## src/rtl/brb_ram.sv

```systemverilog
// generic single-write, single-read ram with registered read data
module brb_ram #(
	parameter int WIDTH = 8,
	parameter int DEPTH = 64,
	localparam int ADDR_W = $clog2(DEPTH)
) (
	input  logic              clk,
	input  logic              we,
	input  logic [ADDR_W-1:0] waddr,
	input  logic [WIDTH-1:0]  wdata,
	input  logic              re,
	input  logic [ADDR_W-1:0] raddr,
	output logic [WIDTH-1:0]  rdata
);

	logic [WIDTH-1:0] mem [DEPTH];

	always_ff @(posedge clk) begin
		if (we) begin
			mem[waddr] <= wdata;
		end
		if (re) begin
			rdata <= mem[raddr];
		end
	end

endmodule

```

## config.mk

```make
export PLATFORM = sky130hd
export DESIGN_NAME = brb_ram
export DESIGN_NICKNAME = d
export VERILOG_FILES = /design/src/rtl/brb_ram.sv
export SDC_FILE = /design/constraint.sdc
export NUM_CORES = 1
export LEC_CHECK = 0
export CORE_ASPECT_RATIO = 0.6
export CORE_MARGIN = 3
export CORE_UTILIZATION = 59
export CTS_BUF_LIST = sky130_fd_sc_hd__clkbuf_4
export DETAILED_ROUTE_END_ITERATION = 6
export DONT_BUFFER_PORTS = 1
export MAX_ROUTING_LAYER = met4
export PLACE_DENSITY = 0.84
export SYNTH_ARGS = -nofsm -noshare
export SYNTH_HDL_FRONTEND = slang
export SYNTH_SLANG_ARGS = --single-unit
```

## constraint.sdc

```tcl
create_clock -name clk -period 2.4 [get_ports clk]
set_clock_uncertainty 0.2 [all_clocks]
set_input_delay 0.48 -clock clk [delete_from_list [all_inputs] [get_ports clk]]
set_output_delay 0.48 -clock clk [all_outputs]
set_load 0.01 [all_outputs]
```

==> summary.md <==
| Metric | Value |
|---|---|
| Power, Total | 17.1 mW |
| Clock buffer count from CTS | 109 |
| Int Pwr | around 13 mW |
| Post-CTS setup buffers | 0 |
| Main synth FF type | edfxtp_1 |
| RSZ-0062 raised after global routing | no |
| Transition time at the pin with the least slew margin | 1.20 ns |
| Layout Utilization | 69.2% |
| Final instance count without filler cells | 1,646 |
| Net total in the final layout | 1,144 |
| Per-cell via count in the routed design | 6.46 |
| Critical path arrival | 2.62 ns |
| Switch Pwr | between 3 and 4 mW |
| Comb power frac | 4.8% |
| GRT Overall Usage | 27.7% |
| Sum of overflow across all layers after global routing | 0 |
| Proportion of register bits with asynchronous set or reset after synthesis | 0% |
| Antenna-violating nets left | 0 |
| Fin worst setup slack | 0.117 ns |
| Crit path launch type | flip-flop |
| Die Ht | 149 um |
| Number of port buffers | 0 |
| Switching share of power | 21.6% |
| Part of the cycle the worst path needs | 95.1% |
| Number of pins with negative max-slew slack in the final report | 0 |
| Delay of the slowest cell on the worst path | 0.49 ns |
| Path type of the worst setup path | flip-flop to flip-flop |
| Count of warnings emitted by yosys | 0 |
| Setup-failing EPs final | 0 |
| Gpl congestion | between 0.8 and 0.9 |
| DR vias | 10,640 |
| Cells along the critical path | mux4_2 -> mux2_2 -> o221a_2 -> nor3_1 -> o32ai_1 |
| Cell at the slowest stage of the critical path | mux4_2 |
| Clock network fraction of design power | 36.1% |
| CTS H-Tree Depth | 3 |
| Sequential share of the synthesized area | 77.1% |
| Ratio of cells with drive above 1 in the final layout | 33.2% |
| Maximum vdd ir drop | between 500 and 600 uV |
| Cell class contributing the biggest share of worst-path delay | multiplexers |
| DRC violation count after routing | 0 |
| Hold slack | between 0.08 and 0.09 ns |
| Clock slew seen by the registers of the worst setup and hold paths | approximately 0.07 ns |
| DRC marker count from the first detailed-route iteration | 1,460 |
| Worst Setup End Kind | flip-flop |
| Clock latency of the later-clocked register in the worst-skew pair | between 0.8 and 0.9 ns |
| Total non-filler cell area in the finished layout | between 0.02 and 0.025 mm^2 |
| Number of instances in the placed design | between 1,000 and 1,500 |
| Sequential power share | 59.1% |
| Area growth from synthesis to layout | 13.2% |
| Number of hold violations in the final report | 0 |
| Post-synthesis instance total | 940 |
| Detailed Routing Iterations Pass 1 | 5 |
| Total negative slack | 0 ns |
| Largest net degree at the start of global routing | 137 |
| Biggest fanout along the worst timing path | 1 |
| Number of maximum-capacitance violations | 0 |
| Routed WL | roughly 47,000 um |
| Count of flip-flops with a built-in enable after synthesis | 520 |
| Worst min path class | input pin to flip-flop |
| First-pass GRT wire length | about 70,000 um |
| Average wire per cell in the routed design | 28.5 um |
| Timing-limited maximum frequency | 0.438 GHz |
| Via count of the first global-routing pass | about 11,000 |
| Worst slew margin relative to its limit | 20.2% |
| Initial antenna violation count | 2 |
| Static Leak | 7.42 nW |
| Number of filler instances in the final layout | roughly 2,000 |
| Final HPWL DP | 26,700 um |
| Post-synthesis area per instance | 21.5 um^2 |
| Num Clock Sinks | 520 |
| Full die area | 0.0366 mm^2 |
| Horizontal die dimension | 245 um |
| Bufs and invs on worst path | 0 |
| Core Rows | 51 |
| Count of pins on the block boundary | 31 |
| Min cycle time layout | 2.28 ns |
| Clock tree from TritonCTS | built |
| Post-synthesis net count | 963 |
| Outcome | finished clean |
| Seq cells post-synth | 520 |
| Number of buffers on the longest clock path | 3 |
| Count of distinct cell types in the synthesized netlist | 39 |
| Post-Place Cell Area | 0.0211 mm^2 |
| DP Worst Slack | -0.0603 ns |
| Post-synth design cell area | 0.0202 mm^2 |
| Power per unit of standard cell area | about 740 mW/mm^2 |
| Crit path required time | 2.74 ns |
| CTS root buf | clkbuf_4 |
| Core Region | 0.0331 mm^2 |
| Initial cell density of the core | 61.1% |
==> power by group through the flow <==
| stage | clock [mW] | combinational, mW | sequential (mW) |
|---|---|---|---|
| after CTS | 6.25 | 0.805 | 10.1 |
| after global routing | 6.75 | 0.859 | 10.1 |
| final | 6.16 | 0.820 | 10.1 |
| after detailed placement | 0 | 0.544 | 10.3 |
| after floorplan | 0 | 0.539 | 10.3 |
| after global placement | 0 | 0.528 | 10.3 |
==> synthesized netlist by cell type, types with 2 or more instances <==
library cell    n  area share, %
edfxtp_1      520             77
mux4_2        126             14
nor2_1         83            1.5
mux2i_1        23            1.1
nand2_1        19           0.35
clkbuf_1       17           0.32
nor2b_1        14           0.43
buf_4          13           0.48
mux2_2         13           0.72
nand3_1        13           0.32
buf_2          11           0.27
o221ai_1        8           0.35
o22ai_1         8           0.25
nand2b_1        7           0.22
nor3_1          7           0.17
a221oi_1        6           0.26
a211oi_1        4           0.15
buf_1           4          0.074
buf_6           4           0.22
a21oi_1         3          0.074
a22oi_1         3           0.11
nand3b_1        3           0.11
o2111ai_1       3           0.13
o2bb2ai_1       3           0.13
a2111oi_0       2          0.087
buf_12          2           0.20
nand4_1         2          0.062
nor4_1          2          0.062
o21a_1          2          0.074
o21ai_0         2          0.049
o21ai_1         2          0.049
o221a_2         2           0.11
o32ai_1         2          0.087
o41ai_1         2          0.087
==> cell families after synthesis <==
group,synth area share (%)
buf+inv,1.56
simple gates,3.37
flops,77.1
compound gates,2.06
mux,15.9
==> cell usage in the layout (no fill, tap or decap), types with 2 or more instances in the layout <==
cell / n
a2111oi_0: 2
a211oi_1: 4
a21oi_1: 3
a221oi_1: 5
a22oi_1: 3
buf_16: 8
buf_4: 87
clkbuf_4: 154
clkinv_1: 25
clkinv_2: 4
diode_2: 2
dlygate4sd3_1: 24
edfxtp_1: 520
mux2_2: 13
mux2i_1: 23
mux4_2: 126
nand2_1: 19
nand2b_1: 7
nand3_1: 13
nand3b_1: 3
nand4_1: 2
nor2_1: 83
nor2b_1: 14
nor3_1: 7
nor4_1: 2
o2111ai_1: 3
o21a_1: 2
o21ai_0: 2
o21ai_1: 2
o221a_2: 2
o221ai_1: 8
o22ai_1: 8
o2bb2ai_1: 3
o32ai_1: 2
o41ai_1: 2
==> final cells by class <==
type / instances / area (um^2) / area share [%]
multi-input combinational: 369 / 4320 / 18.9
clock buffer: 154 / 1160 / 5.04
timing repair buffer: 121 / 1150 / 5.00
tap: 450 / 563 / 2.46
antenna: 2 / 5.00 / 0.0218
clock inverter: 30 / 118 / 0.513
sequential: 520 / 15600 / 68.1
==> per-layer routing <==
| layer | vias up | wire, um | GRT usage, % |
|---|---|---|---|
| met3 | 100 | 6820 | 10.2 |
| met1 | 5418 | 18200 | 40.3 |
| met2 | 761 | 20700 | 37.2 |
| li1 | 4361 | - | - |
| met5 | - | 0 | - |
| met4 | 0 | 1220 | 7.99 |
==> flip-flops by register name, summed over array words and instances (netlist names) <==
signal,flops
mem,512
rdata,8
==> path summary, 6_finish.rpt <==
check	from	slack (ns)	cells past startpoint	end
worst max-delay path	mem[28][6]	0.12	5	rdata[6]
worst min-delay path	we	0.08	3	mem[56][3]
worst max register to register	mem[28][6]	0.12	5	rdata[6]
worst min register to register	mem[26][6]	0.69	3	rdata[6]
==> tightest hold or removal path, cell delays in order <==
cell	delay (ns)
nor2b_1	0.15
nand2_1	0.13
nor2_1	0.13
==> repair_timing <==
item	CTS	global route
endpoints found under the hold margin	604	0
resized for setup	0	2
hold buffers	34	0
endpoints found under the setup margin	0	3
No activity file was read; power rests on OpenSTA's default activity.
