===== src/rtl/brb_pkg.sv =====
// types and constants of the byte ring buffer
package brb_pkg;

	localparam int CAP_W  = 7;
	localparam int LEN_W  = 16;
	localparam int BYTE_W = 8;
	localparam int IDX_W  = 2;

	localparam logic [CAP_W-1:0] CAP_RESET = 7'd64;

	localparam logic OP_PUT  = 1'b0;
	localparam logic OP_PICK = 1'b1;

	localparam logic [IDX_W-1:0] CFG_CAPACITY  = 2'd0;
	localparam logic [IDX_W-1:0] CFG_OVERWRITE = 2'd1;
	localparam logic [IDX_W-1:0] CFG_REALTIME  = 2'd2;

	localparam logic [1:0] ST_PUT_OK     = 2'd0;
	localparam logic [1:0] ST_PUT_REJ    = 2'd1;
	localparam logic [1:0] ST_PICK_BYTE  = 2'd2;
	localparam logic [1:0] ST_PICK_EMPTY = 2'd3;

	// output queue depth
	localparam logic [1:0] OQ_DEPTH = 2'd2;

	typedef enum logic [0:0] {
		S_IDLE,
		S_PICK
	} brb_state_t;

	typedef struct packed {
		logic              opcode;
		logic              first_byte;
		logic              last_byte;
		logic [BYTE_W-1:0] data_byte;
		logic [LEN_W-1:0]  length;
	} brb_in_t;

	typedef struct packed {
		logic [1:0]        status;
		logic [BYTE_W-1:0] out_byte;
		logic [CAP_W-1:0]  moved_count;
		logic              final_res;
	} brb_out_t;

	typedef struct packed {
		logic [CAP_W-1:0] capacity;
		logic             overwrite_mode;
		logic             realtime_mode;
	} brb_cfg_t;

	typedef struct packed {
		logic     valid;
		brb_out_t beat;
	} brb_push_t;

	typedef struct packed {
		logic [1:0] count;
		logic       pop;
	} brb_oq_stat_t;

endpackage


===== src/rtl/brb_ctrl.sv =====
// ring pointers, message tracking and pick sequencer around the byte store
module brb_ctrl import brb_pkg::*; #(
	parameter int DEPTH = 64,
	localparam int PTR_W = $clog2(DEPTH)
) (
	input  logic              clk,
	input  logic              arst_n,
	input  brb_in_t           in_beat,
	input  logic              in_valid,
	output logic              in_ready,
	input  brb_cfg_t          cfg,
	input  brb_oq_stat_t      oq,
	output brb_push_t         push,
	output logic              ram_we,
	output logic [PTR_W-1:0]  ram_waddr,
	output logic [BYTE_W-1:0] ram_wdata,
	output logic              ram_re,
	output logic [PTR_W-1:0]  ram_raddr,
	input  logic [BYTE_W-1:0] ram_rdata
);

	localparam int CNT_W  = $clog2(DEPTH + 1);
	localparam int WIDE_W = ((CNT_W > LEN_W) ? CNT_W : LEN_W) + 1;

	brb_state_t       state_q, state_d;
	logic [PTR_W-1:0] rp_q, wp_q;
	logic [CNT_W-1:0] fill_q;
	logic             msg_acc_q;
	logic [CAP_W-1:0] msg_left_q, msg_len_q;
	logic [CNT_W-1:0] pick_left_q, pick_n_q;
	logic             rd_valid_s1, rd_last_s1;

	logic [WIDE_W-1:0] cap_w, len_w, fill_w;
	logic              accept, is_put, is_pick;
	logic              fits, len_ok, acc_start, put_clear;
	logic              msg_acc_e;
	logic [CAP_W-1:0]  msg_left_e, msg_len_e, msg_left_after;
	logic [PTR_W-1:0]  wp_e, rp_e;
	logic [CNT_W-1:0]  fill_e;
	logic              do_write;
	logic              pick_empty;
	logic [CNT_W-1:0]  pick_n;
	logic              can_issue, issue, last_issue;

	// next position, wrapping at the effective capacity
	function automatic logic [PTR_W-1:0] adv(input logic [PTR_W-1:0] pos,
		input logic [WIDE_W-1:0] cap);
		logic [WIDE_W-1:0] nxt;
		nxt = WIDE_W'(pos) + WIDE_W'(1);
		if (nxt >= cap || nxt >= WIDE_W'(DEPTH)) begin
			adv = '0;
		end else begin
			adv = PTR_W'(nxt);
		end
	endfunction

	always_comb begin
		cap_w  = (WIDE_W'(cfg.capacity) > WIDE_W'(DEPTH)) ? WIDE_W'(DEPTH)
			: WIDE_W'(cfg.capacity);
		len_w  = WIDE_W'(in_beat.length);
		fill_w = WIDE_W'(fill_q);

		accept  = in_valid && in_ready;
		is_put  = accept && (in_beat.opcode == OP_PUT);
		is_pick = accept && (in_beat.opcode == OP_PICK);

		fits      = (fill_w + len_w) <= cap_w;
		len_ok    = (in_beat.length != '0) && (len_w <= cap_w);
		acc_start = in_beat.first_byte && len_ok && (fits || cfg.overwrite_mode);
		put_clear = acc_start && !fits;

		msg_acc_e  = in_beat.first_byte ? acc_start : msg_acc_q;
		msg_left_e = in_beat.first_byte ? (acc_start ? CAP_W'(in_beat.length) : '0)
			: msg_left_q;
		msg_len_e  = in_beat.first_byte ? (acc_start ? CAP_W'(in_beat.length) : '0)
			: msg_len_q;

		wp_e   = put_clear ? '0 : wp_q;
		rp_e   = put_clear ? '0 : rp_q;
		fill_e = put_clear ? '0 : fill_q;

		do_write       = msg_acc_e && (msg_left_e != '0);
		msg_left_after = do_write ? (msg_left_e - CAP_W'(1)) : msg_left_e;

		pick_empty = (in_beat.length == '0) || (fill_q == '0);
		pick_n     = (len_w < fill_w) ? CNT_W'(in_beat.length) : fill_q;

		// a read is issued only when its data has a queue slot waiting
		can_issue  = (({1'b0, oq.count} + {2'b0, rd_valid_s1}) < {1'b0, OQ_DEPTH})
			|| oq.pop;
		issue      = (state_q == S_PICK) && can_issue;
		last_issue = issue && (pick_left_q == CNT_W'(1));
	end

	// next state
	always_comb begin
		state_d = state_q;
		unique case (state_q)
			S_IDLE: begin
				if (is_pick && !pick_empty) begin
					state_d = S_PICK;
				end
			end
			S_PICK: begin
				if (last_issue) begin
					state_d = S_IDLE;
				end
			end
			default: state_d = S_IDLE;
		endcase
	end

	// outputs
	always_comb begin
		in_ready  = (state_q == S_IDLE) && !rd_valid_s1 && (oq.count < OQ_DEPTH);
		ram_re    = issue;
		ram_raddr = rp_q;
		ram_we    = is_put && do_write;
		ram_waddr = wp_e;
		ram_wdata = in_beat.data_byte;

		push.valid            = 1'b0;
		push.beat.status      = ST_PUT_REJ;
		push.beat.out_byte    = '0;
		push.beat.moved_count = '0;
		push.beat.final_res   = 1'b1;
		if (rd_valid_s1) begin
			push.valid            = 1'b1;
			push.beat.status      = ST_PICK_BYTE;
			push.beat.out_byte    = ram_rdata;
			push.beat.moved_count = CAP_W'(pick_n_q);
			push.beat.final_res   = rd_last_s1;
		end else if (is_put && in_beat.last_byte) begin
			push.valid = 1'b1;
			if (msg_acc_e) begin
				push.beat.status      = ST_PUT_OK;
				push.beat.moved_count = msg_len_e - msg_left_after;
			end
		end else if (is_pick && pick_empty) begin
			push.valid       = 1'b1;
			push.beat.status = ST_PICK_EMPTY;
		end
	end

	always_ff @(posedge clk or negedge arst_n) begin
		if (!arst_n) begin
			state_q     <= S_IDLE;
			rp_q        <= '0;
			wp_q        <= '0;
			fill_q      <= '0;
			msg_acc_q   <= 1'b0;
			msg_left_q  <= '0;
			msg_len_q   <= '0;
			pick_left_q <= '0;
			pick_n_q    <= '0;
			rd_valid_s1 <= 1'b0;
			rd_last_s1  <= 1'b0;
		end else begin
			state_q     <= state_d;
			rd_valid_s1 <= issue;
			rd_last_s1  <= last_issue;

			if (is_put) begin
				wp_q   <= do_write ? adv(wp_e, cap_w) : wp_e;
				rp_q   <= rp_e;
				fill_q <= (do_write && fill_e < CNT_W'(DEPTH)) ? fill_e + CNT_W'(1)
					: fill_e;
				if (in_beat.last_byte) begin
					msg_acc_q  <= 1'b0;
					msg_left_q <= '0;
					msg_len_q  <= '0;
				end else begin
					msg_acc_q  <= msg_acc_e;
					msg_left_q <= msg_left_after;
					msg_len_q  <= msg_len_e;
				end
			end

			if (is_pick && !pick_empty) begin
				pick_left_q <= pick_n;
				pick_n_q    <= pick_n;
			end

			if (issue) begin
				pick_left_q <= pick_left_q - CNT_W'(1);
				// realtime mode empties the ring after the last read of a pick
				if (last_issue && cfg.realtime_mode) begin
					rp_q   <= '0;
					wp_q   <= '0;
					fill_q <= '0;
				end else begin
					rp_q   <= adv(rp_q, cap_w);
					fill_q <= fill_q - CNT_W'(1);
				end
			end
		end
	end

endmodule


===== config.mk =====
export PLATFORM = sky130hd
export DESIGN_NAME = brb_ctrl
export DESIGN_NICKNAME = d
export VERILOG_FILES = /design/src/rtl/brb_pkg.sv /design/src/rtl/brb_ctrl.sv
export SDC_FILE = /design/constraint.sdc
export NUM_CORES = 1
export LEC_CHECK = 0
export BUFFER_PORTS_ARGS = -buffer_cell sky130_fd_sc_hd__buf_2
export CAP_MARGIN = 0
export CORE_MARGIN = 1.5
export CORE_UTILIZATION = 58
export CTS_BUF_LIST = sky130_fd_sc_hd__clkbuf_4 sky130_fd_sc_hd__clkbuf_8 sky130_fd_sc_hd__clkbuf_16
export CTS_CLUSTER_SIZE = 28
export DETAILED_ROUTE_END_ITERATION = 6
export PLACE_DENSITY = 0.82
export SLEW_MARGIN = 20
export SYNTH_ARGS = -nofsm -noshare
export SYNTH_HDL_FRONTEND = slang
export SYNTH_SLANG_ARGS = --single-unit

===== constraint.sdc =====
create_clock -name clk -period 8.7 [get_ports clk]
set_input_delay 0.87 -clock clk [delete_from_list [all_inputs] [get_ports clk]]
set_output_delay 0.87 -clock clk [all_outputs]
set_load 0.03 [all_outputs]

==> impl_metrics.ini, run 1 <==
[global_route]
grt_pass1_vias = 5100
grt_pass1_wl_mm = 24.4
grt_max_degree = 52
overflow = 0
grt_use_total_pct = 30.5
antenna_found_initial = 0

[finish]
regArea_mm2 = 0.00128
fin_util_pct = 65.4
finalNetCount = 821
antenna-diode-count = 0
drive_gt1_share_pct = 14.1
multiInputGateArea_mm2 = 0.00368
syn_to_final_growth_pct = 9.20
fillCellCount = 766

[floorplan]
coreArea_mm2 = 0.00876
die_h_um = 98.1
die_w_um = 98.1
io_pins = 92
initial_core_util_pct = 59.9
rows = 34
fp.dieArea_mm2 = 0.00963

[timing]
post-route-worst-setup-slack_ns = 0.483
tightest_slew_ns = 0.695
whs_ns = 0.498
slew_violations = 0
skew_ns = 0.00790
clock.fmax_mhz = 122
setup_viol = 0
hold_viol = 0
maxSlewHeadroom_pct = 53.6
min_period_ns = 8.22
tns_ns = 0
rsz0062_at_grt = false
period_share_pct = 94.4

[setup_path]
start_kind = input port
crit_top_cell = nor2_1
ff2ff_setup_slack_ns = 2.46
worst-setup-path-type = in -> out
reg2reg_depth = 28
max_stage_delay_ns = 0.53
cp.required_ns = 7.83
timing.rr.start = fill_q[0]
r2r-end = wp_q[3]
end_kind = output port
cp.arrival_ns = 7.35
slowest_stage = a2111oi_1
worstPathMaxFanout = 17

[drt]
wl_met1_mm = 6.25
drc_errors = 0
top_layer = met4
wirelength_mm = 14.6
dr_wl_met2_mm = 7.16
wl_per_cell_um = 17.8
drt_iter0_markers = 349
via_count = 5237
viasPerCell = 6.37
ant_nets = 0
first_pass_iters = 6
met3_wirelength_um = 973

[clocking]
numCtsBuffers = 5
cts-htree-levels = 2
cts_resized = 0
clkLatencyLatePin_ns = 0.32
clock_sinks = 51
post-cts-setup-buffer-count = 0
cts_tree = built
clk_pin_slew_worst_paths_ns = 0.10
clockRootBuffer = clkbuf_8
cts_hold_buf = 0
cts_buffer_depth = 2

[logic_synthesis]
avgSynthCellArea_um2 = 7.96
syn_nets = 767
yosysMostFrequentCell = nand2_1
synth_seq_cells = 51
synth-edff-count = 0
synth_ff_type = dfrtp_1
async_reset_ff_share_pct = 100
yosysSeqAreaShare_pct = 24.3
synth_top_area_cell = dfrtp_1
yosys.area.top_type_share_pct = 24.3
synth_area_leaders = dfrtp_1, ha_1, nand2_1
synth_cell_type_count = 70
synth_cells = 659
yosysWarningCount = 0
synth_commonest_cells = nand2_1, nor2_1, ha_1
synth_area_mm2 = 0.00525

[power]
ir_worst_vdd_mv = 0.152
p_leak_nw = 2.77
power_density_mw_per_mm2 = 239

[placement]
numPortBuffers = 75
dp_slack_ns = 0.349
dp_hpwl_mm = 11.1
globalplace.congestion = 0.962

[worst_hold_path]
min_to = msg_acc_q
min_path_cells = 2
hp-start = msg_acc_q
hold_class = reg -> reg

[flow_run]
cap_violations = 0

[outcome]
status = finished, final reports clean
==> cell families (layout without fill, tap and decap cells) <==
logic type	count (synthesis)	in the layout	share of synthesized area, %
DFF	51	51	24.3
and+or+nand+nor	254	254	23.7
buffers and inverters	69	124	5.72
muxes	11	11	2.12
adders and majority gates	58	58	14.1
xor gates and xnor gates	29	29	4.84
AOI/OAI and AO/OA	187	187	25.1
==> stage by stage <==
| stage | area, um2 | instances | total power (W) |
|---|---|---|---|
| after detailed placement | 5630 | 814 | 0.00120 |
| after CTS | 5730 | 822 | 0.00136 |
| after floorplan | 5250 | 659 | 0.000995 |
| after global placement | 5630 | 814 | 0.00117 |
| after global routing | 5730 | 822 | 0.00148 |
| final | 5730 | 822 | 0.00137 |
==> critical path: cells and delay by family <==
family / cells / cell delay (ns)
AO/OA/AOI/OAI: 12 / 2.75
buffers and inverters: 4 / 0.46
adder cells (fa/ha/maj): 6 / 1.87
XOR/XNOR: 4 / 0.70
AND/OR/NAND/NOR: 7 / 0.69
==> placed cells by master (no fill, tap or decap), drive strengths merged, types with 3 or more instances in the layout <==
| cell type | instances |
|---|---|
| clkbuf | 5 |
| a21o | 19 |
| a21oi | 34 |
| a311oi | 5 |
| dfrtp | 51 |
| o21a | 9 |
| and2 | 15 |
| nand3 | 25 |
| o311ai | 3 |
| a211oi | 5 |
| a22o | 12 |
| a41oi | 3 |
| nand3b | 3 |
| xnor2 | 19 |
| nor2b | 13 |
| nor2 | 61 |
| nand2b | 12 |
| nor4 | 7 |
| and3 | 10 |
| a2111oi | 4 |
| or3 | 3 |
| inv | 38 |
| nand4 | 12 |
| nand2 | 66 |
| a31oi | 3 |
| mux2i | 10 |
| ha | 56 |
| o31ai | 5 |
| xor2 | 10 |
| a22oi | 7 |
| nor3 | 18 |
| o211ai | 9 |
| buf | 79 |
| o21ai | 46 |
==> worst max-delay path by stage <==
| stage | from | to | slack [ns] | depth (start not counted) |
|---|---|---|---|---|
| floorplan | in_beat[0] | push[7] | 0.95 | 34 |
| global placement | in_beat[0] | push[7] | 0.58 | 33 |
| detailed placement | in_beat[0] | push[7] | 0.35 | 33 |
| CTS | in_beat[0] | push[7] | 0.34 | 33 |
| global route | in_beat[0] | push[7] | 0.01 | 31 |
| finish | in_beat[0] | push[7] | 0.48 | 33 |
==> registers in the layout, summed over array words and instances (netlist names) <==
register	count
msg_acc_q	1
rd_last_s1	1
msg_left_q	7
msg_len_q	7
ram_raddr	6
fill_q	7
wp_q	6
state_q	1
pick_n_q	7
pick_left_q	7
rd_valid_s1	1
==> power breakdown <==
group | total (W) | switching (W) | internal, W
clock network | 0.000152 | 0.0000931 | 0.0000593
logic | 0.000819 | 0.000494 | 0.000326
registers | 0.000398 | 0.0000934 | 0.000305
==> area by class of cell <==
cell class	instances	area share, %
clock inverter	3	0.480
inverter	37	2.42
tap	108	2.36
timing repair buffer	79	7.07
clock buffer	5	1.20
multi-input combinational	539	64.2
sequential	51	22.3
==> layer usage <==
| metal | vias up | track usage [%] |
|---|---|---|
| li1 | 2507 | - |
| met1 | 2504 | 39.6 |
| met2 | 205 | 53.1 |
| met3 | 21 | 4.08 |
| met4 | 0 | 9.43 |
| met5 | - | 0 |
Power figures use the tool's default switching activity.
==> run 2, diff against run 1 <==
- CORE_UTILIZATION: 58 -> 52
- PLACE_DENSITY: 0.82 -> 0.78
- clock period: 8.7 -> 6.6 ns (I/O delays scaled with it)
==> impl_metrics.ini, run 2 (synthesis gave the netlist of run 1 again) <==
[floorplan]
coreArea_mm2 = 0.00977
die_w_um = 103
rows = 36
fp.dieArea_mm2 = 0.0107
die_h_um = 103
initial_core_util_pct = 53.7
io_pins = 92

[timing]
slew_violations = 0
skew_ns = 0.00799
clock.fmax_mhz = 150
maxSlewHeadroom_pct = 51.7
setup_viol = 1
post-route-worst-setup-slack_ns = -0.0546
rsz0062_at_grt = true
min_period_ns = 6.65
tightest_slew_ns = 0.718
hold_viol = 0
whs_ns = 0.456
period_share_pct = 101

[setup_path]
r2r-end = wp_q[3]
cp.required_ns = 5.94
slowest_stage = fa_2
timing.rr.start = fill_q[0]
crit_start = in_beat[0]
ff2ff_setup_slack_ns = 0.95
start_kind = input port
path_buf_inv = 4
cp_top_family = compound AO/OA/AOI/OAI gates
path_depth = 33
max_stage_delay_ns = 0.36
worst-setup-path-type = in -> out
cp.arrival_ns = 5.99
end_kind = output port
endpoint = push[7]
reg2reg_depth = 29
worstPathMaxFanout = 4

[drt]
wirelength_mm = 15.9
viasPerCell = 6.18
drt_iter0_markers = 397
via_count = 5455
ant_nets = 0
drc_errors = 0
wl_per_cell_um = 18.0
first_pass_iters = 5

[global_route]
antenna_found_initial = 0
grt_pass1_wl_mm = 24.9
grt_max_degree = 52
overflow = 0
grt_use_total_pct = 29.7
grt_pass1_vias = 5145

[finish]
finalNetCount = 857
layout.cells.most_common = buf_2
fin_util_pct = 63.8
drive_gt1_share_pct = 22.3
antenna-diode-count = 0
layout_common_cells = buf_2, nand2_1, nor2_1
syn_to_final_growth_pct = 18.9

[power]
p_leak_nw = 2.97
power_w = 0.00198
ir_worst_vdd_mv = 0.165
power_density_mw_per_mm2 = 317

[clocking]
clk_pin_slew_worst_paths_ns = 0.11
clkLatencyLatePin_ns = 0.32
clock_sinks = 51
cts_buffer_depth = 2
clockRootBuffer = clkbuf_8
numCtsBuffers = 5
cts_tree = built
cts-htree-levels = 2

[outcome]
violations = negative setup slack
status = complete, but fails checks

[placement]
globalplace.congestion = 0.955
dp_slack_ns = -0.227
dp_hpwl_mm = 11.9
numPortBuffers = 75

[flow_run]
cap_violations = 0

[worst_hold_path]
hold_class = in -> async
run 2: power by group:
part / switching [W] / internal [W]
Combinational: 0.000755 / 0.000523
Sequential: 0.0000934 / 0.000404
Clock: 0.000124 / 0.0000782
run 2: area by class of cell:
class	count	area, um2
Multi-Input combinational cell	539	3860
Fill cell	830	3530
Sequential cell	51	1280
Timing Repair Buffer	115	699
Tap cell	133	166
Inverter	37	139
Clock buffer	5	68.8
Clock inverter	3	27.5
run 2: layer usage:
layer / global-route usage, % / part of all wire, % / up-vias
met5: 0 / 0 / -
met3: 3.43 / 7.0 / 44
met2: 51.3 / 48 / 233
met4: 10.9 / 3.0 / 0
li1: - / - / 2580
met1: 38.4 / 42 / 2598
run 2: how the worst min path moves through the flow:
stage,start,to,slack [ns],cells after the start
after floorplan,arst_n,fill_q[0],0.36,0
after global placement,msg_len_q[6],msg_len_q[6],0.46,2
after detailed placement,msg_len_q[6],msg_len_q[6],0.46,2
after CTS,arst_n,ram_raddr[0],0.49,2
after global routing,arst_n,ram_raddr[3],0.52,2
final,arst_n,ram_raddr[0],0.46,2
run 2: timing repair:
| item | in CTS | in global routing |
|---|---|---|
| buffers inserted | 5 | 4 |
| resized for setup | 10 | 28 |
| hold buffers | 0 | 0 |
| setup endpoints to repair | 1 | 4 |
| pin swaps | 15 | 20 |
run 2: stage by stage:
stage                     cells  TNS (ns)  cell area (um2)
final                       883   -0.0546             6240
after global routing        883    -0.612             6240
after CTS                   879         0             6100
after detailed placement    866    -0.227             5930
after global placement      866         0             5930
after floorplan             659   -0.0667             5320
