File: src/rtl/brb_pkg.sv
// types and constants of the byte ring buffer
package brb_pkg;

	localparam int CAP_W  = 7;
	localparam int LEN_W  = 16;
	localparam int BYTE_W = 8;
	localparam int IDX_W  = 2;

	localparam logic [CAP_W-1:0] CAP_RESET = 7'd64;

	localparam logic OP_PUT  = 1'b0;
	localparam logic OP_PICK = 1'b1;

	localparam logic [IDX_W-1:0] CFG_CAPACITY  = 2'd0;
	localparam logic [IDX_W-1:0] CFG_OVERWRITE = 2'd1;
	localparam logic [IDX_W-1:0] CFG_REALTIME  = 2'd2;

	localparam logic [1:0] ST_PUT_OK     = 2'd0;
	localparam logic [1:0] ST_PUT_REJ    = 2'd1;
	localparam logic [1:0] ST_PICK_BYTE  = 2'd2;
	localparam logic [1:0] ST_PICK_EMPTY = 2'd3;

	// output queue depth
	localparam logic [1:0] OQ_DEPTH = 2'd2;

	typedef enum logic [0:0] {
		S_IDLE,
		S_PICK
	} brb_state_t;

	typedef struct packed {
		logic              opcode;
		logic              first_byte;
		logic              last_byte;
		logic [BYTE_W-1:0] data_byte;
		logic [LEN_W-1:0]  length;
	} brb_in_t;

	typedef struct packed {
		logic [1:0]        status;
		logic [BYTE_W-1:0] out_byte;
		logic [CAP_W-1:0]  moved_count;
		logic              final_res;
	} brb_out_t;

	typedef struct packed {
		logic [CAP_W-1:0] capacity;
		logic             overwrite_mode;
		logic             realtime_mode;
	} brb_cfg_t;

	typedef struct packed {
		logic     valid;
		brb_out_t beat;
	} brb_push_t;

	typedef struct packed {
		logic [1:0] count;
		logic       pop;
	} brb_oq_stat_t;

endpackage

File: src/rtl/brb_outq.sv
// two-entry result queue between the control logic and the output channel
module brb_outq import brb_pkg::*; (
	input  logic         clk,
	input  logic         arst_n,
	input  brb_push_t    push,
	output logic         out_valid,
	output brb_out_t     out_beat,
	input  logic         out_ready,
	output brb_oq_stat_t stat
);

	logic [1:0] count_q;
	brb_out_t   entry0_q;
	brb_out_t   entry1_q;
	logic       pop;

	assign out_valid  = (count_q != 2'd0);
	assign out_beat   = entry0_q;
	assign pop        = out_valid && out_ready;
	assign stat.count = count_q;
	assign stat.pop   = pop;

	always_ff @(posedge clk or negedge arst_n) begin
		if (!arst_n) begin
			count_q <= 2'd0;
		end else begin
			count_q <= count_q + {1'b0, push.valid} - {1'b0, pop};
		end
	end

	always_ff @(posedge clk) begin
		if (pop) begin
			if (count_q == OQ_DEPTH) begin
				entry0_q <= entry1_q;
				if (push.valid) begin
					entry1_q <= push.beat;
				end
			end else if (push.valid) begin
				entry0_q <= push.beat;
			end
		end else if (push.valid) begin
			if (count_q == 2'd0) begin
				entry0_q <= push.beat;
			end else begin
				entry1_q <= push.beat;
			end
		end
	end

endmodule

File: config.mk
export PLATFORM = sky130hd
export DESIGN_NAME = brb_outq
export DESIGN_NICKNAME = d
export VERILOG_FILES = /design/src/rtl/brb_pkg.sv /design/src/rtl/brb_outq.sv
export SDC_FILE = /design/constraint.sdc
export NUM_CORES = 1
export LEC_CHECK = 0
export BUFFER_PORTS_ARGS = -buffer_cell sky130_fd_sc_hd__buf_2
export CAP_MARGIN = 10
export CORE_MARGIN = 1.5
export CORE_UTILIZATION = 40
export CTS_CLUSTER_DIAMETER = 60
export DETAILED_ROUTE_END_ITERATION = 8
export HOLD_SLACK_MARGIN = 0.06
export PLACE_DENSITY_LB_ADDON = 0.1
export SLEW_MARGIN = 0
export SYNTH_ARGS = -nofsm -noshare
export SYNTH_HDL_FRONTEND = slang
export SYNTH_SLANG_ARGS = --single-unit
File: constraint.sdc
create_clock -name clk -period 5.7 [get_ports clk]
set_input_delay 0 -clock clk [delete_from_list [all_inputs] [get_ports clk]]
set_output_delay 0 -clock clk [all_outputs]
set_load 0.01 [all_outputs]
==> results of run 1 <==
==> worst paths after layout <==
| check | to | slack (ns) | cells after the start |
|---|---|---|---|
| max in group asynchronous | count_q[1]$_DFF_PN0_ | 5.01 | 3 |
| worst max-delay path | out_beat[2]$_DFFE_PP_ | 3.80 | 2 |
| worst max register to register | out_beat[2]$_DFFE_PP_ | 3.80 | 2 |
| min in group asynchronous | count_q[0]$_DFF_PN0_ | 0.57 | 3 |
| worst min register to register | out_beat[2]$_DFFE_PP_ | 0.55 | 1 |
| worst min-delay path | count_q[0]$_DFF_PN0_ | 0.20 | 5 |
==> layout make-up <==
type | count | share of cell area [%]
inverters | 2 | 0.368
clock inverters | 2 | 0.430
repair buffers | 64 | 20.9
clock buffers | 6 | 3.56
flip-flops and latches | 38 | 55.5
multi-input cells | 31 | 16.3
well taps | 48 | 2.95
==> power by group through the flow <==
stage	combinational, W	clock (W)	sequential (W)
detailed placement	0.000165	0	0.000402
CTS	0.000176	0.000179	0.000396
finish	0.000172	0.000173	0.000395
global placement	0.000164	0	0.000399
global route	0.000190	0.000190	0.000402
floorplan	0.0000898	0	0.000419
==> placed cells by master, fill, tap and decap left out <==
cell type / n
dfrtp_1: 2
or2_2: 1
nor2b_4: 1
o21ai_0: 2
a21oi_1: 1
mux2_2: 9
o21ai_2: 1
clkinv_2: 1
dlygate4sd3_1: 21
clkbuf_1: 1
buf_2: 43
xnor2_1: 1
nor2_2: 1
clkinv_1: 1
edfxtp_1: 36
and2_1: 1
inv_1: 2
nand2_4: 1
clkbuf_8: 5
mux2_4: 9
ha_1: 1
nand2_1: 2
==> cells by family (layout without fill, tap and decap cells) <==
kind of cell	count (synthesis)	after routing
DFF	38	38
adders and majority gates	1	1
AOI/OAI and AO/OA	4	4
buffers and inverters	4	74
muxes	18	18
xor gates and xnor gates	1	1
and+or+nand+nor	7	7
==> cells in the mapped netlist (2+ instances only) <==
cell type | instances | area share, %
mux2_4 | 9 | 9.1
nand2_1 | 2 | 0.50
inv_1 | 2 | 0.50
dfrtp_1 | 2 | 3.4
edfxtp_1 | 36 | 72
mux2_2 | 9 | 6.8
o21ai_0 | 3 | 1.0
==> flip-flops by register name (all words and copies together), names as in the netlist <==
| name | flops |
|---|---|
| entry1_q | 18 |
| out_beat | 18 |
| count_q | 2 |
==> layer usage <==
| metal | wire length (um) | share of wire [%] | up-vias | global-route usage [%] |
|---|---|---|---|---|
| met5 | 0 | 0 | - | 0 |
| met4 | 57 | 2.3 | 0 | 7.34 |
| met2 | 1270 | 52 | 27 | 23.7 |
| li1 | - | - | 412 | - |
| met1 | 998 | 41 | 386 | 15.3 |
| met3 | 133 | 5.4 | 6 | 4.93 |
==> worst max-delay path: stages, from the launching register on <==
cell and delay, ns:
dfrtp_1 0.45, or2_2 0.35, o21ai_2 0.72
==> stage by stage <==
stage          cell area, um2  hold WS [ns]  util, %  setup WS, ns  power (W)
3_5_place_dp             1750        -0.209     48.1          3.77   0.000567
2_1_floorplan            1490        -0.296        -          3.13   0.000509
4_1_cts                  2040         0.190     56.1          3.75   0.000751
5_1_grt                  2040         0.251     56.1          3.66   0.000781
6_report                 2040         0.203     56.1          3.80   0.000740
3_3_place_gp             1750        -0.214     48.1          3.80   0.000563
==> timing repair <==
item	4_1_cts	5_1_grt
setup endpoints to repair	0	0
hold buffers	21	0
endpoints found under the hold margin	39	0
setup buffers	0	0
gates resized for setup	0	0
==> results.py, run 1 <==
metrics = {
    "sta": {
        "tightest_slew_ns": 0.933,
        "finalMaxSlewViolations": 0,
        "max_freq_mhz": 526,
        "slew_headroom_pct": 37.8,
        "rsz0062_at_grt": "false",
        "finClkSkew_ns": 0.00244,
        "fin_crit_ns": 1.90,
        "setup_violations": 0,
        "hold_viol_final": 0,
        "finalCritPeriodShare_pct": 33.3,
        "setup-tns-final_ns": 0,
    },
    "setup_path": {
        "critical_path_class": "flip-flop to flip-flop",
        "r2r_start": "count_q[0]$_DFF_PN0_",
        "end_kind": "flip-flop",
        "startpoint": "count_q[0]$_DFF_PN0_",
        "cp.required_ns": 5.61,
        "startpoint_type": "flip-flop",
        "path_max_fanout": 18,
        "critPathArrivalTime_ns": 1.81,
    },
    "clock_tree": {
        "clk_pin_slew_ns": 0.07,
        "htreeDepth": 2,
        "clock_path_buffers": 2,
        "clock_latency_ns": 0.28,
        "tritoncts": "yes",
        "clk_root_buffer_cell": "clkbuf_8",
        "cts_sinks": 38,
        "cts-buffers-inserted": 5,
    },
    "yosys": {
        "syn_area_um2": 1490,
        "syn_area_per_cell_um2": 20.4,
        "muxShareOfSynthArea_pct": 15.8,
        "synth_compound_area_share_pct": 1.34,
        "yosys.area_share.simple_pct": 3.27,
        "synthCells": 73,
        "synth_top_family_by_area": "multiplexers",
        "ys_seq_area_share_pct": 75.8,
        "synthAdderAreaFrac_pct": 0.838,
        "yosys.area_share.xor_xnor_pct": 0.587,
        "synth_edf_count": 36,
        "synth_cell_types": 17,
        "synth_seq_cells": 38,
        "synth_ff_type": "edfxtp_1",
        "yosysWarnings": 0,
        "async_flop_share_pct": 5.26,
        "syn_nets": 96,
    },
    "worst_hold_path": {
        "holdCritPathClass": "input port to flip-flop",
        "hp-start": "out_ready",
    },
    "die": {
        "io_pins": 44,
        "dieArea_um2": 4110,
        "die_x_um": 64.1,
        "start_util_pct": 41.1,
        "core_area_um2": 3630,
        "die_y_um": 64.1,
        "row_count": 22,
    },
    "grt": {
        "grt_pass1_wl_um": 4130,
        "grt_usage_pct": 14.0,
        "grt_overflow_total": 0,
        "grt_max_degree": 20,
        "antenna_found_initial": 0,
        "grt_pass1_vias": 888,
    },
    "power": {
        "p_sw_w": 0.000198,
        "vdd_drop_max_v": 0.000251,
        "intPower_w": 0.000542,
        "clockPowerShare_pct": 23.4,
        "netSwitchingFraction_pct": 26.7,
        "combPwrFrac_pct": 23.3,
        "power_frac_seq_pct": 53.3,
        "p_leak_nw": 0.844,
        "p_per_area_nw_per_um2": 363,
    },
    "final_layout": {
        "nets": 165,
        "antenna-diode-count": 0,
        "layout.cells.non_filler": 191,
        "regArea_um2": 1130,
        "num-fill-cells": 317,
        "multi_input_area_um2": 333,
        "drive_gt1_share_pct": 50.3,
        "area_growth_pct": 36.5,
    },
    "status": {
        "status": "finished clean",
    },
    "route": {
        "vias": 831,
        "post-route-drc-count": 0,
        "drt_iter0_drc": 13,
        "firstDrtPassIters": 4,
        "finalWirelength_um": 2460,
        "ant_nets": 0,
        "avgRoutedWirePerCell_um": 12.9,
        "vias_per_cell": 4.35,
    },
    "placement": {
        "io_buffers": 43,
        "place_inst": 162,
        "dp.final_hpwl_um": 1580,
        "place_congestion": 0.601,
    },
    "flow_run": {
        "maxCapViolCount": 0,
    },
}
Note: power is estimated with default switching activity, not from simulation.
==> inputs of run 2 (changes only) <==
- ABC_AREA: default -> 1
- clock period: 5.7 -> 1.63 ns (I/O delays scaled with it)
==> results.py, run 2 <==
metrics = {
    "yosys": {
        "yosysWarnings": 0,
        "synth_seq_cells": 38,
        "synthCells": 118,
        "synth_top_family_by_area": "simple AND/OR/NAND/NOR gates",
        "synth_ff_type": "edfxtp_1",
        "synth_edf_count": 36,
        "syn_area_per_cell_um2": 12.9,
        "netlist_top_cells_count": "42 x nand2_1, 36 x edfxtp_1, 19 x nand3_1",
        "synthAdderAreaFrac_pct": 0.820,
        "synth_cell_types": 15,
        "yosysMostFrequentCell": "nand2_1",
        "synthTopCellsByArea": "edfxtp_1 71%, nand2_1 10%, nand3_1 6.2%",
        "syn_area_um2": 1530,
        "yosys.area_share.simple_pct": 18.0,
        "ys_seq_area_share_pct": 74.2,
        "muxShareOfSynthArea_pct": 0,
        "synth_compound_area_share_pct": 1.89,
        "async_flop_share_pct": 5.26,
        "syn_nets": 141,
        "synth_top_area_share_pct": 70.9,
        "synth_top_area_cell": "edfxtp_1",
        "yosys.area_share.xor_xnor_pct": 0,
    },
    "die": {
        "die_y_um": 64.8,
        "io_pins": 44,
        "row_count": 22,
        "die_x_um": 64.8,
        "core_area_um2": 3660,
        "start_util_pct": 41.7,
        "dieArea_um2": 4190,
    },
    "final_layout": {
        "area_growth_pct": 36.8,
        "nets": 210,
        "layout_commonest_cell": "buf_2",
        "layout_common_cells": "43 x buf_2, 42 x nand2_1, 36 x edfxtp_1",
        "final_util_pct": 57.0,
        "antenna-diode-count": 0,
        "drive_gt1_share_pct": 32.4,
    },
    "route": {
        "finalWirelength_um": 2960,
        "ant_nets": 0,
        "vias_per_cell": 4.52,
        "drt_iter0_drc": 36,
        "post-route-drc-count": 0,
        "vias": 1067,
        "firstDrtPassIters": 4,
        "avgRoutedWirePerCell_um": 12.5,
    },
    "worst_hold_path": {
        "hold_depth": 3,
        "holdCritPathClass": "input port to flip-flop",
        "min_to": "out_beat[6]$_DFFE_PP_",
        "hp-start": "out_ready",
    },
    "clock_tree": {
        "cts_resized": 0,
        "tritoncts": "yes",
        "clk_root_buffer_cell": "clkbuf_8",
        "htreeDepth": 2,
        "cts_sinks": 38,
        "clk_pin_slew_ns": 0.07,
        "clock_latency_ns": 0.28,
        "clock_path_buffers": 2,
        "postCtsSetupBuffers": 0,
        "cts-buffers-inserted": 5,
        "postCtsHoldBufs": 21,
    },
    "power": {
        "p_leak_nw": 0.910,
        "vdd_drop_max_v": 0.000887,
        "p_per_area_nw_per_um2": 1350,
        "fin_total_pwr_w": 0.00282,
    },
    "setup_path": {
        "cp.required_ns": 1.59,
        "end_kind": "flip-flop",
        "critical_path_class": "flip-flop to flip-flop",
        "r2r_start": "count_q[1]$_DFF_PN0_",
        "r2r_end": "out_beat[17]$_DFFE_PP_",
        "path_max_fanout": 18,
        "r2r_setup_slack_ns": 0.23,
        "critPathSlowestCell": "dfrtp_1",
        "reg2regPathDepth": 5,
        "crit_chain": "inv_2, nand2_1, nand2_1, o21a_1, buf_4",
        "max_stage_delay_ns": 0.44,
        "critPathArrivalTime_ns": 1.37,
        "startpoint_type": "flip-flop",
        "worst_path_most_repeated_cell": "nand2_1",
    },
    "sta": {
        "setup-tns-final_ns": 0,
        "max_freq_mhz": 714,
        "tightest_slew_ns": 0.401,
        "slew_headroom_pct": 73.3,
        "holdWs_ns": 0.297,
        "finClkSkew_ns": 0.00395,
        "fin_crit_ns": 1.40,
        "rsz0062_at_grt": "false",
        "setup_violations": 0,
        "finalCritPeriodShare_pct": 85.9,
        "finalMaxSlewViolations": 0,
        "hold_viol_final": 0,
    },
    "grt": {
        "grt_overflow_total": 0,
        "antenna_found_initial": 0,
        "grt_max_degree": 21,
        "grt_usage_pct": 15.6,
        "grt_pass1_vias": 1039,
        "grt_pass1_wl_um": 4880,
    },
    "placement": {
        "io_buffers": 43,
        "place_congestion": 0.702,
        "dp.final_hpwl_um": 1800,
    },
    "status": {
        "status": "finished clean",
    },
    "flow_run": {
        "maxCapViolCount": 0,
    },
}
## run 2: cell types whose count changed after synthesis, moves of 2 or more
cell,delta
nand2_1,+40
buf_4,+4
inv_2,+3
buf_6,+2
mux2_2,-9
o21ai_0,-2
mux2_4,-9
nand3_1,+19
## run 2: worst max path at each step
stage               cells after the start  slack [ns]                      to                 start
global route                            7        0.13    count_q[1]$_DFF_PN0_  count_q[0]$_DFF_PN0_
detailed placement                      5        0.26   out_beat[3]$_DFFE_PP_  count_q[1]$_DFF_PN0_
finish                                  5        0.23  out_beat[17]$_DFFE_PP_  count_q[1]$_DFF_PN0_
floorplan                               4        0.04   out_beat[0]$_DFFE_PP_  count_q[1]$_DFF_PN0_
CTS                                     5        0.24  out_beat[16]$_DFFE_PP_  count_q[1]$_DFF_PN0_
global placement                        5        0.27   out_beat[8]$_DFFE_PP_  count_q[1]$_DFF_PN0_
## run 2: metrics by stage
stage	setup slack, ns	instances	cell area (um2)
after detailed placement	0.263	207	1790
after CTS	0.236	236	2090
after global routing	0.132	236	2090
final	0.229	236	2090
after global placement	0.271	207	1790
after floorplan	0.0402	118	1530
## run 2: critical path: cells and delay by family (launching register included)
family                 cells  cell delay, ns
and+or+nand+nor            2            0.14
buffers and inverters      2            0.37
DFF                        1            0.44
AOI/OAI and AO/OA          1            0.12
## run 2: cell type report
type | instances | area, um2
clock buffers | 7 | 86.3
flip-flops and latches | 38 | 1130
fillers | 329 | 1570
well taps | 48 | 60.1
clock inverters | 1 | 5.00
repair buffers | 69 | 463
multi-input cells | 68 | 323
inverters | 5 | 18.8
## run 2: kinds of logic (layout without fill, tap and decap cells)
family | count (synthesis) | after routing
AOI/OAI and AO/OA | 4 | 4
adders and majority gates | 1 | 1
buffers and inverters | 12 | 82
DFF | 38 | 38
and+or+nand+nor | 63 | 63
## run 2: metal layers
layer  wire (um)  vias to the layer above  global-route usage, %
met5           0                        -                      0
li1            -                      544                      -
met3         146                        5                   3.82
met4          50                        0                   5.59
met1        1380                      487                   18.8
met2        1380                       31                   27.1
## run 2: power by group
part	switching, W	leakage [nW]	internal (W)
sequential	0.0000734	0.365	0.00134
combinational	0.000467	0.497	0.000288
clock	0.000302	0.0482	0.000341
==> inputs of run 3 (changes only) <==
==> constraint.sdc (replaced) <==
create_clock -name clk -period 1.63 [get_ports clk]
set_input_delay 0.2445 -clock clk [delete_from_list [all_inputs] [get_ports clk]]
set_output_delay 0.2445 -clock clk [all_outputs]
set_load 0.01 [all_outputs]
==> results.py, run 3 (synthesis gave the netlist of run 2 again) <==
metrics = {
    "clock_tree": {
        "clock_path_buffers": 2,
        "cts_resized": 0,
        "cts-buffers-inserted": 5,
        "clk_root_buffer_cell": "clkbuf_8",
        "htreeDepth": 2,
        "tritoncts": "yes",
        "cts_sinks": 38,
        "clk_pin_slew_ns": 0.07,
        "postCtsSetupBuffers": 0,
        "clock_latency_ns": 0.29,
    },
    "sta": {
        "max_freq_mhz": 722,
        "rsz0062_at_grt": "false",
        "setup_violations": 0,
        "tightest_slew_ns": 0.259,
        "finalCritPeriodShare_pct": 85.0,
        "holdWs_ns": 0.143,
        "finalMaxSlewViolations": 0,
        "fin_crit_ns": 1.39,
        "finClkSkew_ns": 0.00301,
        "setup_slack_ns": 0.244,
        "setup-tns-final_ns": 0,
        "slew_headroom_pct": 82.7,
        "hold_viol_final": 0,
    },
    "setup_path": {
        "cp.required_ns": 1.39,
        "critical_path_class": "flip-flop to primary output",
        "path_max_fanout": 5,
        "reg2regPathDepth": 5,
        "startpoint_type": "flip-flop",
        "r2r_end": "out_beat[1]$_DFFE_PP_",
        "end_kind": "primary output",
        "startpoint": "count_q[1]$_DFF_PN0_",
        "r2r_setup_slack_ns": 0.31,
        "r2r_start": "count_q[1]$_DFF_PN0_",
        "critPathArrivalTime_ns": 1.14,
    },
    "grt": {
        "grt_overflow_total": 0,
        "grt_pass1_wl_um": 4240,
        "antenna_found_initial": 0,
        "grt_max_degree": 19,
        "grt_pass1_vias": 880,
        "grt_usage_pct": 14.4,
    },
    "route": {
        "vias": 997,
        "ant_nets": 0,
        "post-route-drc-count": 0,
        "vias_per_cell": 4.57,
        "top_layer_used": "met4",
        "drt-met1-wl_um": 1190,
        "finalWirelength_um": 2670,
        "dr_wl_met2_um": 1240,
        "wl_met3_um": 180,
        "avgRoutedWirePerCell_um": 12.3,
        "firstDrtPassIters": 4,
        "drt_iter0_drc": 18,
    },
    "final_layout": {
        "num-fill-cells": 327,
        "final_util_pct": 52.8,
        "layout_common_cells": "43 x buf_2, 42 x nand2_1, 36 x edfxtp_1",
        "area_growth_pct": 26.7,
        "layout_commonest_cell": "buf_2",
        "layout.cells.non_filler": 218,
        "nets": 192,
        "antenna-diode-count": 0,
        "drive_gt1_share_pct": 37.6,
    },
    "worst_hold_path": {
        "holdCritPathClass": "input port to flip-flop",
        "min_to": "entry1_q[14]$_DFFE_PP_",
        "hold_depth": 1,
        "hp-start": "push[14]",
    },
    "placement": {
        "place_congestion": 0.710,
        "dp_slack_ns": 0.263,
        "io_buffers": 43,
        "place_inst": 209,
        "dp.final_hpwl_um": 1890,
    },
    "power": {
        "vdd_drop_max_v": 0.000753,
        "p_leak_nw": 0.849,
        "p_per_area_nw_per_um2": 1510,
    },
    "die": {
        "dieArea_um2": 4190,
        "core_area_um2": 3660,
        "die_y_um": 64.8,
        "start_util_pct": 41.7,
        "io_pins": 44,
        "die_x_um": 64.8,
        "row_count": 22,
    },
    "status": {
        "status": "finished clean",
    },
    "flow_run": {
        "maxCapViolCount": 0,
    },
}
==> run 3: cell count changes in the layout (fill, tap and decap cells not counted) <==
| cell | delta |
|---|---|
| dlygate4sd3_1 | -20 |
| clkbuf_8 | -1 |
| bufinv_16 | +1 |
| buf_12 | +1 |
| buf_4 | +1 |
| clkinv_2 | +1 |
| clkbuf_1 | -1 |
==> run 3: cell type report <==
cell class,count,area [um2],area share [%]
clock buffer,5,68.8,3.56
sequential,38,1130,58.5
timing repair buffer,51,290,15.0
tap,48,60.1,3.11
multi-input combinational,68,323,16.7
inverter,5,18.8,0.972
clock inverter,3,40.0,2.07
==> run 3: worst max-delay path: stages, from the launching register on <==
cell	delay [ns]
dfrtp_1	0.44
inv_2	0.09
a21oi_1	0.17
buf_2	0.15
==> run 3: worst max path at each step <==
stage / endpoint / slack [ns] / cells past startpoint
global route: stat[0] / 0.19 / 3
detailed placement: entry1_q[11]$_DFFE_PP_ / 0.26 / 5
floorplan: out_beat[0]$_DFFE_PP_ / 0.04 / 4
finish: stat[0] / 0.24 / 3
global placement: entry1_q[11]$_DFFE_PP_ / 0.30 / 5
CTS: stat[0] / 0.24 / 3
==> run 3: report_power, final <==
group	internal [W]	leakage (nW)	switching, W	total, W
clock	0.000450	0.0579	0.000321	0.000771
combinational	0.000284	0.427	0.000451	0.000735
sequential	0.00134	0.365	0.0000762	0.00142
total	0.00208	0.849	0.000848	0.00293
==> run 3: routing by layer <==
| metal | GRT usage [%] | vias up |
|---|---|---|
| met5 | 0 | - |
| met4 | 7.18 | 0 |
| met3 | 5.21 | 7 |
| met2 | 21.1 | 41 |
| met1 | 18.9 | 441 |
| li1 | - | 508 |
==> run 3: repair_timing <==
item                                   in CTS  in global routing
setup endpoints to repair                   0                  0
endpoints found under the hold margin       2                  0
hold buffers                                1                  0
==> run 3: stage by stage <==
| step | total power (W) | cell area [um2] |
|---|---|---|
| floorplan | 0.00190 | 1530 |
| global placement | 0.00217 | 1810 |
| detailed placement | 0.00219 | 1810 |
| CTS | 0.00297 | 1930 |
| global route | 0.00309 | 1930 |
| finish | 0.00293 | 1930 |
